File: src/hw/rtl/energy_meter_poll_sequencer_macros.svh
// Assertion macros shared by the energy meter poll sequencer RTL.
`ifndef ENERGY_METER_POLL_SEQUENCER_MACROS_SVH
`define ENERGY_METER_POLL_SEQUENCER_MACROS_SVH
`ifndef SYNTHESIS
// Property that must hold at every clock edge outside reset.
`define EMPS_ASSERT(lbl, clk, rst, prop, msg) \
   lbl: assert property (@(posedge clk) disable iff (rst) (prop)) else $error(msg);
// When cond holds, nxt must hold at the following edge.
`define EMPS_ASSERT_NEXT(lbl, clk, rst, cond, nxt, msg) \
   lbl: assert property (@(posedge clk) disable iff (rst) (cond) |=> (nxt)) else $error(msg);
`else
`define EMPS_ASSERT(lbl, clk, rst, prop, msg)
`define EMPS_ASSERT_NEXT(lbl, clk, rst, cond, nxt, msg)
`endif
`endif

File: src/hw/rtl/empoll_pkg.sv
// Shared types, codes, constants and frame/decode helpers of the poll sequencer.
package empoll_pkg;

   // Field and state widths, depths and lengths
   localparam int unsigned CSR_DATA_W  = 16;
   localparam int unsigned CSR_INDEX_W = 2;
   localparam int unsigned TICK_W      = 16;
   localparam int unsigned MAXF_W      = 6;
   localparam int unsigned FAIL_W      = 7;
   localparam int unsigned BYTE_W      = 8;
   localparam int unsigned QTY_W       = 3;
   localparam int unsigned PHASE_W     = 2;
   localparam int unsigned VALUE_W     = 22;
   localparam int unsigned KIND_W      = 2;
   localparam int unsigned RCNT_W      = 5;
   localparam int unsigned STEP_W      = 5;
   localparam int unsigned PAY_DEPTH   = 12;
   localparam int unsigned PAY_IDX_W   = 4;
   localparam int unsigned FRAME_IDX_W = 4;
   localparam int unsigned FRAME_LEN   = 16;
   localparam int unsigned FIFO_DEPTH  = 2;

   // Positions of the first and last payload bytes within a response
   localparam logic [RCNT_W-1:0] PAY_BASE = 5'd14;
   localparam logic [RCNT_W-1:0] PAY_END  = 5'd25;

   // Register indexes
   localparam logic [CSR_INDEX_W-1:0] CSR_POLL_PERIOD   = 2'd0;
   localparam logic [CSR_INDEX_W-1:0] CSR_RESP_TIMEOUT  = 2'd1;
   localparam logic [CSR_INDEX_W-1:0] CSR_MAX_FAILURES  = 2'd2;

   // Register reset values
   localparam logic [TICK_W-1:0] POLL_PERIOD_RST  = 16'd1000;
   localparam logic [TICK_W-1:0] RESP_TIMEOUT_RST = 16'd1000;
   localparam logic [MAXF_W-1:0] MAX_FAILURES_RST = 6'd15;

   // Request event kinds
   localparam logic OP_TICK = 1'b0;
   localparam logic OP_BYTE = 1'b1;

   // Response kinds
   localparam logic [KIND_W-1:0] KIND_TX    = 2'd0;
   localparam logic [KIND_W-1:0] KIND_MEAS  = 2'd1;
   localparam logic [KIND_W-1:0] KIND_ERROR = 2'd2;

   // Quantities
   localparam logic [QTY_W-1:0] QTY_VOLTAGE  = 3'd0;
   localparam logic [QTY_W-1:0] QTY_CURRENT  = 3'd1;
   localparam logic [QTY_W-1:0] QTY_ACTIVE   = 3'd2;
   localparam logic [QTY_W-1:0] QTY_REACTIVE = 3'd3;
   localparam logic [QTY_W-1:0] QTY_APPARENT = 3'd4;
   localparam logic [QTY_W-1:0] QTY_PF       = 3'd5;

   // Job codes passed from front to back
   localparam logic [1:0] JOB_REQUEST = 2'd0;
   localparam logic [1:0] JOB_DECODE  = 2'd1;
   localparam logic [1:0] JOB_ERROR   = 2'd2;

   typedef logic [PAY_DEPTH-1:0][BYTE_W-1:0] payload_type;
   typedef logic signed [VALUE_W-1:0] value_type;

   typedef struct packed {
      logic [1:0]       code;
      logic [QTY_W-1:0] qty;
      payload_type      payload;
   } job_type;

   // Byte i of the read frame for quantity q
   function automatic logic [BYTE_W-1:0] frame_byte(input logic [QTY_W-1:0] q,
                                                    input logic [FRAME_IDX_W-1:0] i);
      logic [BYTE_W-1:0] b;
      case (i)
         4'd0, 4'd7: b = 8'h68;
         4'd8:       b = 8'h11;
         4'd9:       b = 8'h04;
         4'd10:      b = 8'h33;
         4'd11:      b = 8'h32;
         4'd12:      b = 8'h34 + {5'b0, q};
         4'd13:      b = 8'h35;
         4'd14:      b = 8'hAF + {5'b0, q};
         4'd15:      b = 8'h16;
         default:    b = 8'hAA;
      endcase
      return b;
   endfunction

   // Response length in bytes
   function automatic logic [RCNT_W-1:0] resp_len(input logic [QTY_W-1:0] q);
      logic [RCNT_W-1:0] n;
      case (q)
         QTY_VOLTAGE:  n = 5'd22;
         QTY_CURRENT:  n = 5'd25;
         QTY_PF:       n = 5'd24;
         default:      n = 5'd28;
      endcase
      return n;
   endfunction

   // Three-byte values for current and the powers, two bytes otherwise
   function automatic logic wide_value(input logic [QTY_W-1:0] q);
      return (q == QTY_CURRENT) || (q == QTY_ACTIVE) || (q == QTY_REACTIVE) ||
             (q == QTY_APPARENT);
   endfunction

   // Number of values in a response
   function automatic logic [2:0] val_count(input logic [QTY_W-1:0] q);
      return ((q == QTY_VOLTAGE) || (q == QTY_CURRENT)) ? 3'd3 : 3'd4;
   endfunction

   // Voltage and current start at phase A, the rest with the total
   function automatic logic [PHASE_W-1:0] first_phase(input logic [QTY_W-1:0] q);
      return ((q == QTY_VOLTAGE) || (q == QTY_CURRENT)) ? 2'd1 : 2'd0;
   endfunction

   // Byte with each nibble offset by 3, read as two decimal digits
   function automatic logic signed [8:0] digit_pair(input logic [BYTE_W-1:0] b);
      logic signed [8:0] hi;
      logic signed [8:0] lo;
      hi = $signed({5'b0, b[7:4]}) - 9'sd3;
      lo = $signed({5'b0, b[3:0]}) - 9'sd3;
      return hi * 9'sd10 + lo;
   endfunction

endpackage

File: src/hw/rtl/empoll_front.sv
// Front end: registers, poll/timeout timing, response byte capture, job issue.
module empoll_front (
   input  logic                                 clock,
   input  logic                                 reset,
   input  logic                                 req_valid,
   output logic                                 req_stall,
   input  logic                                 req_op,
   input  logic [empoll_pkg::BYTE_W-1:0]        req_rx_byte,
   input  logic                                 csr_write,
   input  logic [empoll_pkg::CSR_INDEX_W-1:0]   csr_index,
   input  logic [empoll_pkg::CSR_DATA_W-1:0]    csr_data,
   output logic                                 job_push,
   output empoll_pkg::job_type                  job,
   input  logic                                 job_full
);
   import empoll_pkg::*;

   logic [TICK_W-1:0] poll_period_ff;
   logic [TICK_W-1:0] resp_timeout_ff;
   logic [MAXF_W-1:0] max_failures_ff;

   logic              poll_mode_ff, poll_mode_in;
   logic [QTY_W-1:0]  qty_ff, qty_in;
   logic [RCNT_W-1:0] rcount_ff, rcount_in;
   logic [TICK_W-1:0] tick_ff, tick_in;
   logic [FAIL_W-1:0] fail_ff, fail_in;
   payload_type       store_ff;

   logic                 accept;
   logic [TICK_W:0]      tick_next;
   logic [RCNT_W-1:0]    rcount_next;
   logic                 store_wr;
   logic [RCNT_W-1:0]    store_off;
   logic [PAY_IDX_W-1:0] store_idx;
   payload_type          store_merged;

   // Front stalls only while the job queue is full
   assign req_stall = job_full;
   assign accept    = req_valid && !job_full;

   // Configuration registers
   always_ff @(posedge clock) begin
      if (reset) begin
         poll_period_ff  <= POLL_PERIOD_RST;
         resp_timeout_ff <= RESP_TIMEOUT_RST;
         max_failures_ff <= MAX_FAILURES_RST;
      end else if (csr_write) begin
         case (csr_index)
            CSR_POLL_PERIOD:  poll_period_ff  <= csr_data;
            CSR_RESP_TIMEOUT: resp_timeout_ff <= csr_data;
            CSR_MAX_FAILURES: max_failures_ff <= csr_data[MAXF_W-1:0];
            default: ;
         endcase
      end
   end

   // Payload capture for bytes 14 to 25 of the response
   assign tick_next   = {1'b0, tick_ff} + 17'd1;
   assign rcount_next = rcount_ff + 5'd1;
   assign store_wr    = accept && (req_op == OP_BYTE) && poll_mode_ff &&
                        (rcount_ff inside {[PAY_BASE:PAY_END]});
   assign store_off   = rcount_ff - PAY_BASE;
   assign store_idx   = store_off[PAY_IDX_W-1:0];

   always_comb begin
      store_merged = store_ff;
      if (store_wr) begin
         store_merged[store_idx] = req_rx_byte;
      end
   end

   // Next state and job issue
   always_comb begin
      poll_mode_in = poll_mode_ff;
      qty_in       = qty_ff;
      rcount_in    = rcount_ff;
      tick_in      = tick_ff;
      fail_in      = fail_ff;
      job_push     = 1'b0;
      job.code     = JOB_REQUEST;
      job.qty      = qty_ff;
      job.payload  = store_merged;
      if (accept) begin
         if (req_op == OP_TICK) begin
            if (!poll_mode_ff) begin
               if (tick_next >= {1'b0, poll_period_ff}) begin
                  poll_mode_in = 1'b1;
                  qty_in       = QTY_VOLTAGE;
                  rcount_in    = '0;
                  tick_in      = '0;
                  job_push     = 1'b1;
                  job.qty      = QTY_VOLTAGE;
               end else begin
                  tick_in = tick_next[TICK_W-1:0];
               end
            end else if (tick_next >= {1'b0, resp_timeout_ff}) begin
               tick_in  = '0;
               job_push = 1'b1;
               if (fail_ff > {1'b0, max_failures_ff}) begin
                  job.code = JOB_ERROR;
               end else begin
                  fail_in   = fail_ff + 7'd1;
                  rcount_in = '0;
               end
            end else begin
               tick_in = tick_next[TICK_W-1:0];
            end
         end else if (poll_mode_ff) begin
            if (rcount_next >= resp_len(qty_ff)) begin
               job_push  = 1'b1;
               job.code  = JOB_DECODE;
               fail_in   = '0;
               rcount_in = '0;
               tick_in   = '0;
               if (qty_ff != QTY_PF) begin
                  qty_in = qty_ff + 3'd1;
               end else begin
                  poll_mode_in = 1'b0;
                  qty_in       = QTY_VOLTAGE;
               end
            end else begin
               rcount_in = rcount_next;
            end
         end
      end
   end

   always_ff @(posedge clock) begin
      if (reset) begin
         poll_mode_ff <= 1'b0;
         qty_ff       <= QTY_VOLTAGE;
         rcount_ff    <= '0;
         tick_ff      <= '0;
         fail_ff      <= '0;
      end else begin
         poll_mode_ff <= poll_mode_in;
         qty_ff       <= qty_in;
         rcount_ff    <= rcount_in;
         tick_ff      <= tick_in;
         fail_ff      <= fail_in;
      end
   end

   // Payload store has no reset; every entry is written before it is decoded
   always_ff @(posedge clock) begin
      if (store_wr) begin
         store_ff[store_idx] <= req_rx_byte;
      end
   end

endmodule

File: src/hw/rtl/empoll_fifo.sv
// Short job queue between the front end and the response generator.
`include "energy_meter_poll_sequencer_macros.svh"
module empoll_fifo #(
   parameter int unsigned DEPTH = empoll_pkg::FIFO_DEPTH
) (
   input  logic                clock,
   input  logic                reset,
   input  logic                push,
   input  empoll_pkg::job_type push_data,
   output logic                full,
   input  logic                pop,
   output empoll_pkg::job_type pop_data,
   output logic                empty
);
   import empoll_pkg::*;

   localparam int unsigned PTR_W = (DEPTH > 1) ? $clog2(DEPTH) : 1;
   localparam int unsigned CNT_W = $clog2(DEPTH + 1);
   localparam logic [PTR_W-1:0] PTR_LAST = PTR_W'(DEPTH - 1);

   job_type           mem_ff [DEPTH];
   logic [PTR_W-1:0]  wr_ptr_ff, wr_ptr_in;
   logic [PTR_W-1:0]  rd_ptr_ff, rd_ptr_in;
   logic [CNT_W-1:0]  count_ff, count_in;

   assign full     = (count_ff == CNT_W'(DEPTH));
   assign empty    = (count_ff == '0);
   assign pop_data = mem_ff[rd_ptr_ff];

   // Pointer wrap and occupancy
   always_comb begin
      wr_ptr_in = wr_ptr_ff;
      rd_ptr_in = rd_ptr_ff;
      count_in  = count_ff;
      if (push) begin
         wr_ptr_in = (wr_ptr_ff == PTR_LAST) ? '0 : wr_ptr_ff + 1'b1;
      end
      if (pop) begin
         rd_ptr_in = (rd_ptr_ff == PTR_LAST) ? '0 : rd_ptr_ff + 1'b1;
      end
      if (push && !pop) begin
         count_in = count_ff + 1'b1;
      end else if (pop && !push) begin
         count_in = count_ff - 1'b1;
      end
   end

   always_ff @(posedge clock) begin
      if (reset) begin
         wr_ptr_ff <= '0;
         rd_ptr_ff <= '0;
         count_ff  <= '0;
      end else begin
         wr_ptr_ff <= wr_ptr_in;
         rd_ptr_ff <= rd_ptr_in;
         count_ff  <= count_in;
      end
   end

   // Entry storage
   always_ff @(posedge clock) begin
      if (push) begin
         mem_ff[wr_ptr_ff] <= push_data;
      end
   end

   `EMPS_ASSERT(a_no_overflow, clock, reset, !(push && full), "job queue overflow")
   `EMPS_ASSERT(a_no_underflow, clock, reset, !(pop && empty), "job queue underflow")
   `EMPS_ASSERT(a_count_range, clock, reset, count_ff <= CNT_W'(DEPTH), "bad queue count")
   `EMPS_ASSERT_NEXT(a_push_visible, clock, reset, push && !pop, !empty, "pushed job lost")

endmodule

File: src/hw/rtl/empoll_back.sv
// Back end: expands jobs into frame bytes, measurements and errors.
`include "energy_meter_poll_sequencer_macros.svh"
module empoll_back (
   input  logic                                clock,
   input  logic                                reset,
   input  logic                                job_avail,
   input  empoll_pkg::job_type                 job_in,
   output logic                                job_pop,
   output logic                                rsp_valid,
   input  logic                                rsp_stall,
   output logic [empoll_pkg::KIND_W-1:0]       rsp_kind,
   output logic [empoll_pkg::BYTE_W-1:0]       rsp_tx_byte,
   output logic [empoll_pkg::QTY_W-1:0]        rsp_quantity,
   output logic [empoll_pkg::PHASE_W-1:0]      rsp_phase,
   output logic signed [empoll_pkg::VALUE_W-1:0] rsp_value,
   output logic                                rsp_last
);
   import empoll_pkg::*;

   logic              cur_valid_ff, cur_valid_in;
   job_type           cur_ff, cur_in;
   logic [STEP_W-1:0] step_ff, step_in;

   logic              rsp_valid_ff, rsp_valid_in;
   logic [KIND_W-1:0] kind_ff, kind_in;
   logic [BYTE_W-1:0] tx_ff, tx_in;
   logic [QTY_W-1:0]  qty_ff, qty_in;
   logic [PHASE_W-1:0] phase_ff, phase_in;
   value_type         value_ff, value_in;
   logic              last_ff, last_in;

   logic              slot_free;
   logic              emit;
   logic [2:0]        nmeas;
   logic              wide;
   logic              is_meas;
   logic [STEP_W-1:0] total;
   logic              is_last;
   logic [STEP_W-1:0] step_rel;
   logic [QTY_W-1:0]  qty_next;
   value_type         d0, d1, d2;
   value_type         meas_value;

   // Output slot frees when empty or taken this cycle
   assign slot_free = !rsp_valid_ff || !rsp_stall;
   assign emit      = cur_valid_ff && slot_free;

   // Job shape
   assign nmeas    = val_count(cur_ff.qty);
   assign wide     = wide_value(cur_ff.qty);
   assign qty_next = cur_ff.qty + 3'd1;
   assign is_meas  = (cur_ff.code == JOB_DECODE) && (step_ff < {2'b0, nmeas});
   assign step_rel = step_ff - {2'b0, nmeas};

   always_comb begin
      case (cur_ff.code)
         JOB_REQUEST: total = 5'(FRAME_LEN);
         JOB_DECODE:  total = {2'b0, nmeas} +
                              ((cur_ff.qty != QTY_PF) ? 5'(FRAME_LEN) : 5'd0);
         default:     total = 5'd1;
      endcase
   end
   assign is_last = (step_ff == total - 5'd1);

   // Value from the low bytes of the shifting payload, low byte first
   assign d0 = value_type'(digit_pair(cur_ff.payload[0]));
   assign d1 = value_type'(digit_pair(cur_ff.payload[1]));
   assign d2 = value_type'(digit_pair(cur_ff.payload[2]));
   assign meas_value = wide ? (d2 * 22'sd10000 + d1 * 22'sd100 + d0)
                            : (d1 * 22'sd100 + d0);

   // Take a new job as the current one finishes
   assign job_pop = job_avail && (!cur_valid_ff || (emit && is_last));

   // Result selection and sequencing
   always_comb begin
      cur_valid_in = cur_valid_ff;
      cur_in       = cur_ff;
      step_in      = step_ff;
      rsp_valid_in = rsp_valid_ff && rsp_stall;
      kind_in      = kind_ff;
      tx_in        = tx_ff;
      qty_in       = qty_ff;
      phase_in     = phase_ff;
      value_in     = value_ff;
      last_in      = last_ff;
      if (emit) begin
         rsp_valid_in = 1'b1;
         kind_in      = KIND_TX;
         tx_in        = '0;
         qty_in       = cur_ff.qty;
         phase_in     = '0;
         value_in     = '0;
         last_in      = is_last;
         case (cur_ff.code)
            JOB_REQUEST: begin
               tx_in = frame_byte(cur_ff.qty, step_ff[FRAME_IDX_W-1:0]);
            end
            JOB_DECODE: begin
               if (is_meas) begin
                  kind_in  = KIND_MEAS;
                  phase_in = first_phase(cur_ff.qty) + step_ff[PHASE_W-1:0];
                  value_in = meas_value;
                  cur_in.payload = wide ? (cur_ff.payload >> (3 * BYTE_W))
                                        : (cur_ff.payload >> (2 * BYTE_W));
               end else begin
                  qty_in = qty_next;
                  tx_in  = frame_byte(qty_next, step_rel[FRAME_IDX_W-1:0]);
               end
            end
            default: begin
               kind_in = KIND_ERROR;
            end
         endcase
         step_in = step_ff + 5'd1;
         if (is_last) begin
            cur_valid_in = 1'b0;
         end
      end
      if (job_pop) begin
         cur_valid_in = 1'b1;
         cur_in       = job_in;
         step_in      = '0;
      end
   end

   always_ff @(posedge clock) begin
      if (reset) begin
         cur_valid_ff <= 1'b0;
         rsp_valid_ff <= 1'b0;
         step_ff      <= '0;
      end else begin
         cur_valid_ff <= cur_valid_in;
         rsp_valid_ff <= rsp_valid_in;
         step_ff      <= step_in;
      end
   end

   always_ff @(posedge clock) begin
      cur_ff   <= cur_in;
      kind_ff  <= kind_in;
      tx_ff    <= tx_in;
      qty_ff   <= qty_in;
      phase_ff <= phase_in;
      value_ff <= value_in;
      last_ff  <= last_in;
   end

   assign rsp_valid    = rsp_valid_ff;
   assign rsp_kind     = kind_ff;
   assign rsp_tx_byte  = tx_ff;
   assign rsp_quantity = qty_ff;
   assign rsp_phase    = phase_ff;
   assign rsp_value    = value_ff;
   assign rsp_last     = last_ff;

   `EMPS_ASSERT(a_step_in_job, clock, reset, !cur_valid_ff || (step_ff < total), "step past job")
   `EMPS_ASSERT(a_pop_when_free, clock, reset, !job_pop || !cur_valid_ff || (emit && is_last), "job overrun")
   `EMPS_ASSERT(a_error_is_last, clock, reset, !(rsp_valid_ff && (kind_ff == KIND_ERROR)) || last_ff, "error not last")
   `EMPS_ASSERT_NEXT(a_job_continues, clock, reset, emit && !is_last, cur_valid_ff, "job dropped")

endmodule

File: src/hw/rtl/energy_meter_poll_sequencer.sv
// Top level of the energy meter poll sequencer: front end, job queue, back end.
//
//   channel  direction  handshake            payload
//   req      in         req_valid/req_stall  req_op, req_rx_byte
//   rsp      out        rsp_valid/rsp_stall  rsp_kind, rsp_tx_byte, rsp_quantity,
//                                            rsp_phase, rsp_value, rsp_last
//   csr      in         csr_write            csr_index, csr_data
//
// A request is taken every cycle while the job queue has room. The back end
// emits one response per cycle while rsp_stall is low; a request causes none,
// 1 for an error, 4 for power factor, 16 for a frame, or 19 or 20 for a decoded
// response followed by the next frame; the back end sets the rate.
// Reset is synchronous and clears all control state; no clearing pass is needed.
// rsp_stall holds the output register and, once the queue fills, raises req_stall.
module energy_meter_poll_sequencer #(
   parameter int unsigned QUEUE_DEPTH = empoll_pkg::FIFO_DEPTH
) (
   input  logic                                  clock,
   input  logic                                  reset,
   input  logic                                  req_valid,
   output logic                                  req_stall,
   input  logic                                  req_op,
   input  logic [empoll_pkg::BYTE_W-1:0]         req_rx_byte,
   output logic                                  rsp_valid,
   input  logic                                  rsp_stall,
   output logic [empoll_pkg::KIND_W-1:0]         rsp_kind,
   output logic [empoll_pkg::BYTE_W-1:0]         rsp_tx_byte,
   output logic [empoll_pkg::QTY_W-1:0]          rsp_quantity,
   output logic [empoll_pkg::PHASE_W-1:0]        rsp_phase,
   output logic signed [empoll_pkg::VALUE_W-1:0] rsp_value,
   output logic                                  rsp_last,
   input  logic                                  csr_write,
   input  logic [empoll_pkg::CSR_INDEX_W-1:0]    csr_index,
   input  logic [empoll_pkg::CSR_DATA_W-1:0]     csr_data
);
   import empoll_pkg::*;

   logic    push;
   job_type push_job;
   logic    queue_full;
   logic    pop;
   job_type pop_job;
   logic    queue_empty;

   // Timing and capture
   empoll_front u_front (
      .clock       (clock),
      .reset       (reset),
      .req_valid   (req_valid),
      .req_stall   (req_stall),
      .req_op      (req_op),
      .req_rx_byte (req_rx_byte),
      .csr_write   (csr_write),
      .csr_index   (csr_index),
      .csr_data    (csr_data),
      .job_push    (push),
      .job         (push_job),
      .job_full    (queue_full)
   );

   // Decoupling queue
   empoll_fifo #(
      .DEPTH (QUEUE_DEPTH)
   ) u_fifo (
      .clock     (clock),
      .reset     (reset),
      .push      (push),
      .push_data (push_job),
      .full      (queue_full),
      .pop       (pop),
      .pop_data  (pop_job),
      .empty     (queue_empty)
   );

   // Response generation
   empoll_back u_back (
      .clock        (clock),
      .reset        (reset),
      .job_avail    (!queue_empty),
      .job_in       (pop_job),
      .job_pop      (pop),
      .rsp_valid    (rsp_valid),
      .rsp_stall    (rsp_stall),
      .rsp_kind     (rsp_kind),
      .rsp_tx_byte  (rsp_tx_byte),
      .rsp_quantity (rsp_quantity),
      .rsp_phase    (rsp_phase),
      .rsp_value    (rsp_value),
      .rsp_last     (rsp_last)
   );

endmodule

File: config.mk
export PLATFORM = sky130hd
export DESIGN_NAME = energy_meter_poll_sequencer
export DESIGN_NICKNAME = d
export VERILOG_FILES = /design/src/hw/rtl/empoll_pkg.sv /design/src/hw/rtl/empoll_front.sv /design/src/hw/rtl/empoll_fifo.sv /design/src/hw/rtl/empoll_back.sv /design/src/hw/rtl/energy_meter_poll_sequencer.sv
export VERILOG_INCLUDE_DIRS = /design/src /design/src/hw/rtl
export SDC_FILE = /design/constraint.sdc
export NUM_CORES = 1
export LEC_CHECK = 0
export ABC_AREA = 0
export BUFFER_PORTS_ARGS = -buffer_cell sky130_fd_sc_hd__buf_2
export CAP_MARGIN = 20
export CORE_MARGIN = 2
export CORE_UTILIZATION = 48
export CTS_CLUSTER_SIZE = 30
export DETAILED_ROUTE_END_ITERATION = 10
export GPL_ROUTABILITY_DRIVEN = 0
export PLACE_DENSITY = 0.72
export SETUP_SLACK_MARGIN = 0.15
export SYNTH_ARGS = -nofsm -noshare
export SYNTH_HDL_FRONTEND = slang
export SYNTH_SLANG_ARGS = --single-unit
export TNS_END_PERCENT = 100
File: constraint.sdc
create_clock -name clock -period 20.8 [get_ports clock]
set_input_delay 1.04 -clock clock [delete_from_list [all_inputs] [get_ports clock]]
set_output_delay 1.04 -clock clock [all_outputs]
set_load 0.01 [all_outputs]
==> impl_metrics.py <==
metrics = {
    "status": {
        "status": "finished, final reports clean",
    },
    "sta": {
        "hold_viol_final": 0,
        "max_slew_margin_pct": 29.1,
        "setup_tns_ns": 0,
        "min_period_ns": 9.04,
        "period_share_pct": 43.5,
        "rsz0062_at_grt": "no",
        "skew_ns": 0.0406,
        "finalSetupViolations": 0,
        "worstMarginPinSlew_ns": 1.06,
        "timing.fmax_mhz": 111,
        "final_max_slew_viol_count": 0,
    },
    "logic_synthesis": {
        "ys_warn_count": 0,
        "synth_ff_type": "edfxtp_1",
        "synth-seq-cells": 519,
        "synth_most_common_cell": "edfxtp_1",
        "synthesis.nets": 2761,
        "synth-seq-area-share_pct": 50.1,
        "synth.distinct_cells": 74,
        "synthMuxAreaShare_pct": 5.53,
        "synth-simple-area-share_pct": 11.4,
        "synth.area.top_cells": "edfxtp_1 37%, dfxtp_1 13%, ha_1 10%",
        "synth_top_area_share_pct": 37.2,
        "yosys.area.top_type": "edfxtp_1",
        "synthArstFlopShare_pct": 0,
        "synth_edf_count": 341,
        "syn_avg_cell_area_um2": 11.2,
        "synth_compound_area_share_pct": 10.6,
        "synth_area_um2": 27500,
        "synth_top_family_by_area": "adder cells",
        "syn_inst": 2450,
        "synthAdderAreaFrac_pct": 14.1,
        "yosys-top-cells-count": "341 x edfxtp_1, 272 x nand2_1, 227 x ha_1, 178 x dfxtp_1, 158 x inv_1",
        "synthXorXnorAreaFrac_pct": 4.57,
    },
    "worst_setup_path": {
        "cp.required_ns": 21.12,
        "cp.arrival_ns": 9.36,
        "cpPeakStageDelay_ns": 0.69,
        "start_kind": "flip-flop",
        "crit_fanout": 7,
        "slowest_stage": "a2111oi_0",
        "crit_type": "flip-flop to flip-flop",
        "end_kind": "flip-flop",
    },
    "floorplan": {
        "ios": 72,
        "start_util_pct": 48.7,
        "die_y_um": 244,
        "die-area_um2": 59300,
        "row_count": 87,
        "core_area_um2": 56600,
        "fp.dieW_um": 244,
    },
    "route": {
        "post-route-drc-count": 0,
        "highest_layer": "met4",
        "post_drt_wl_per_cell_um": 16.6,
        "num_vias": 18040,
        "vias_per_cell": 5.49,
        "first_pass_iters": 5,
        "first_iter_violations": 1193,
        "totalWireLength_um": 54500,
        "wl_met2_um": 27100,
        "wl_met3_um": 2080,
        "ant_nets": 0,
        "met1_length_um": 23600,
    },
    "placement": {
        "portBuffers": 71,
        "dp_hpwl_um": 36900,
    },
    "clocking": {
        "clock-root-buffer": "clkbuf_16",
        "postCtsSetupRepairBufs": 0,
        "cts_tree": "yes",
        "cts.sinks": 519,
        "clkTransAtPathRegs_ns": 0.06,
        "hold_buffers": 0,
        "cts_resized": 0,
        "cts_buffers": 51,
        "cts_max_level": 2,
        "cts_max_path_buffers": 3,
        "clk_latency_ns": 0.61,
    },
    "grt": {
        "grt_usage_pct": 18.3,
        "overflow": 0,
        "grt_max_degree": 101,
        "grt_first_pass_wirelength_um": 89600,
        "antenna_found_initial": 3,
        "first_global_vias": 18092,
    },
    "job": {
        "drv_cap": 0,
    },
    "cells_and_area": {
        "area_growth_syn_to_layout_pct": 10.3,
        "fin_nets": 2796,
        "drive_gt1_share_pct": 11.7,
    },
    "min_path": {
        "hold_path.class": "flip-flop to flip-flop",
    },
}
## flip-flops by register name, indices dropped and copies added, names as in the netlist, 2 cells and up, named ones only
register                 cells
u_back.cur_ff              101
u_back.rsp_kind              2
u_back.rsp_phase             2
u_back.rsp_quantity          3
u_back.rsp_tx_byte           8
u_back.rsp_value            22
u_back.step_ff               5
u_fifo.count_ff              2
u_fifo.mem_ff              202
u_front.fail_ff              7
u_front.max_failures_ff      6
u_front.poll_period_ff      16
u_front.qty_ff               3
u_front.rcount_ff            5
u_front.resp_timeout_ff     16
u_front.store_ff            96
u_front.tick_ff             16
## final timing paths
kind,end,start,cells past startpoint,slack (ns)
worst min register to register,u_front.poll_period_ff[10]$_SDFFE_PP0P_,u_front.poll_period_ff[10]$_SDFFE_PP0P_,2,0.46
worst min-delay path,u_front.poll_period_ff[10]$_SDFFE_PP0P_,u_front.poll_period_ff[10]$_SDFFE_PP0P_,2,0.46
worst max register to register,u_back.rsp_value[20]$_SDFFCE_PN0P_,u_back.cur_ff[20]$_DFFE_PP_,29,11.76
worst max-delay path,u_back.rsp_value[20]$_SDFFCE_PN0P_,u_back.cur_ff[20]$_DFFE_PP_,29,11.76
## critical path, delay by kind of cell (launching register included)
family	cells	cell delay (ns)
AOI/OAI and AO/OA	6	1.40
xor gates and xnor gates	4	1.03
adders and majority gates	12	4.97
buffers and inverters	3	0.17
DFF	1	0.50
and+or+nand+nor	4	0.70
## layout make-up
class                           instances  area (um2)
Clock inverter                         18         230
Multi-Input combinational cell       1668       12800
Fill cell                            4777       26200
Sequential cell                       519       13800
Timing Repair Buffer                   85         505
Clock buffer                           78        1480
Inverter                              160         601
Antenna cell                            2        5.00
Tap cell                              756         946
## kinds of logic (layout without fill, tap and decap cells)
kind of cell,count (synthesis),in the layout
DFF,519,519
xor gates and xnor gates,143,143
adders and majority gates,279,279
AOI/OAI and AO/OA,447,447
other,0,2
buffers and inverters,263,341
and+or+nand+nor,660,660
muxes,139,139
## layer usage
layer	up-vias	track usage (%)
li1	8824	-
met2	370	32.3
met4	0	6.87
met3	92	2.46
met1	8754	22.8
met5	-	0
## cell usage in the layout (no fill, tap or decap), types with 5 or more instances in the layout
cell type	Yosys	routed
edfxtp_1	341	341
o2111ai_1	5	5
nand4_1	11	11
nor4_1	6	6
and3_1	16	16
nor2_1	120	118
nor3_1	32	32
a21oi_1	110	110
and4_1	5	5
nand2b_1	19	19
xnor2_1	80	80
o21a_1	10	10
clkbuf_8	0	6
clkbuf_1	89	19
buf_4	0	11
xor2_1	62	62
or3_1	12	12
mux2_2	104	104
a211oi_1	83	83
a2111oi_0	8	8
mux2i_1	33	33
dfxtp_1	178	177
o211ai_1	7	7
ha_1	227	227
o31ai_1	6	6
nor2b_1	88	87
a21o_1	32	32
and2_1	11	11
buf_2	7	71
clkinv_2	0	7
a211o_1	15	15
nand3_1	35	35
o21ai_0	53	53
o21bai_1	12	11
inv_1	158	158
clkbuf_16	0	53
a31oi_1	75	75
fa_1	52	52
or2_2	8	8
nand2_1	272	271
## stage by stage
stage | setup WS [ns] | instance area (um2) | instances | util [%] | hold slack (ns)
2_1_floorplan | 12.60 | 27500 | 2450 | - | 0.436
3_3_place_gp | 12.17 | 28600 | 3185 | 50.6 | 0.448
3_5_place_dp | 11.80 | 28600 | 3185 | 50.6 | 0.452
4_1_cts | 11.77 | 30300 | 3281 | 53.6 | 0.464
5_1_grt | 11.22 | 30400 | 3286 | 53.7 | 0.480
6_report | 11.76 | 30400 | 3286 | 53.7 | 0.460
Power is not shown: default switching activity piles up to over one toggle a cycle in this logic, so the estimate is an artifact.
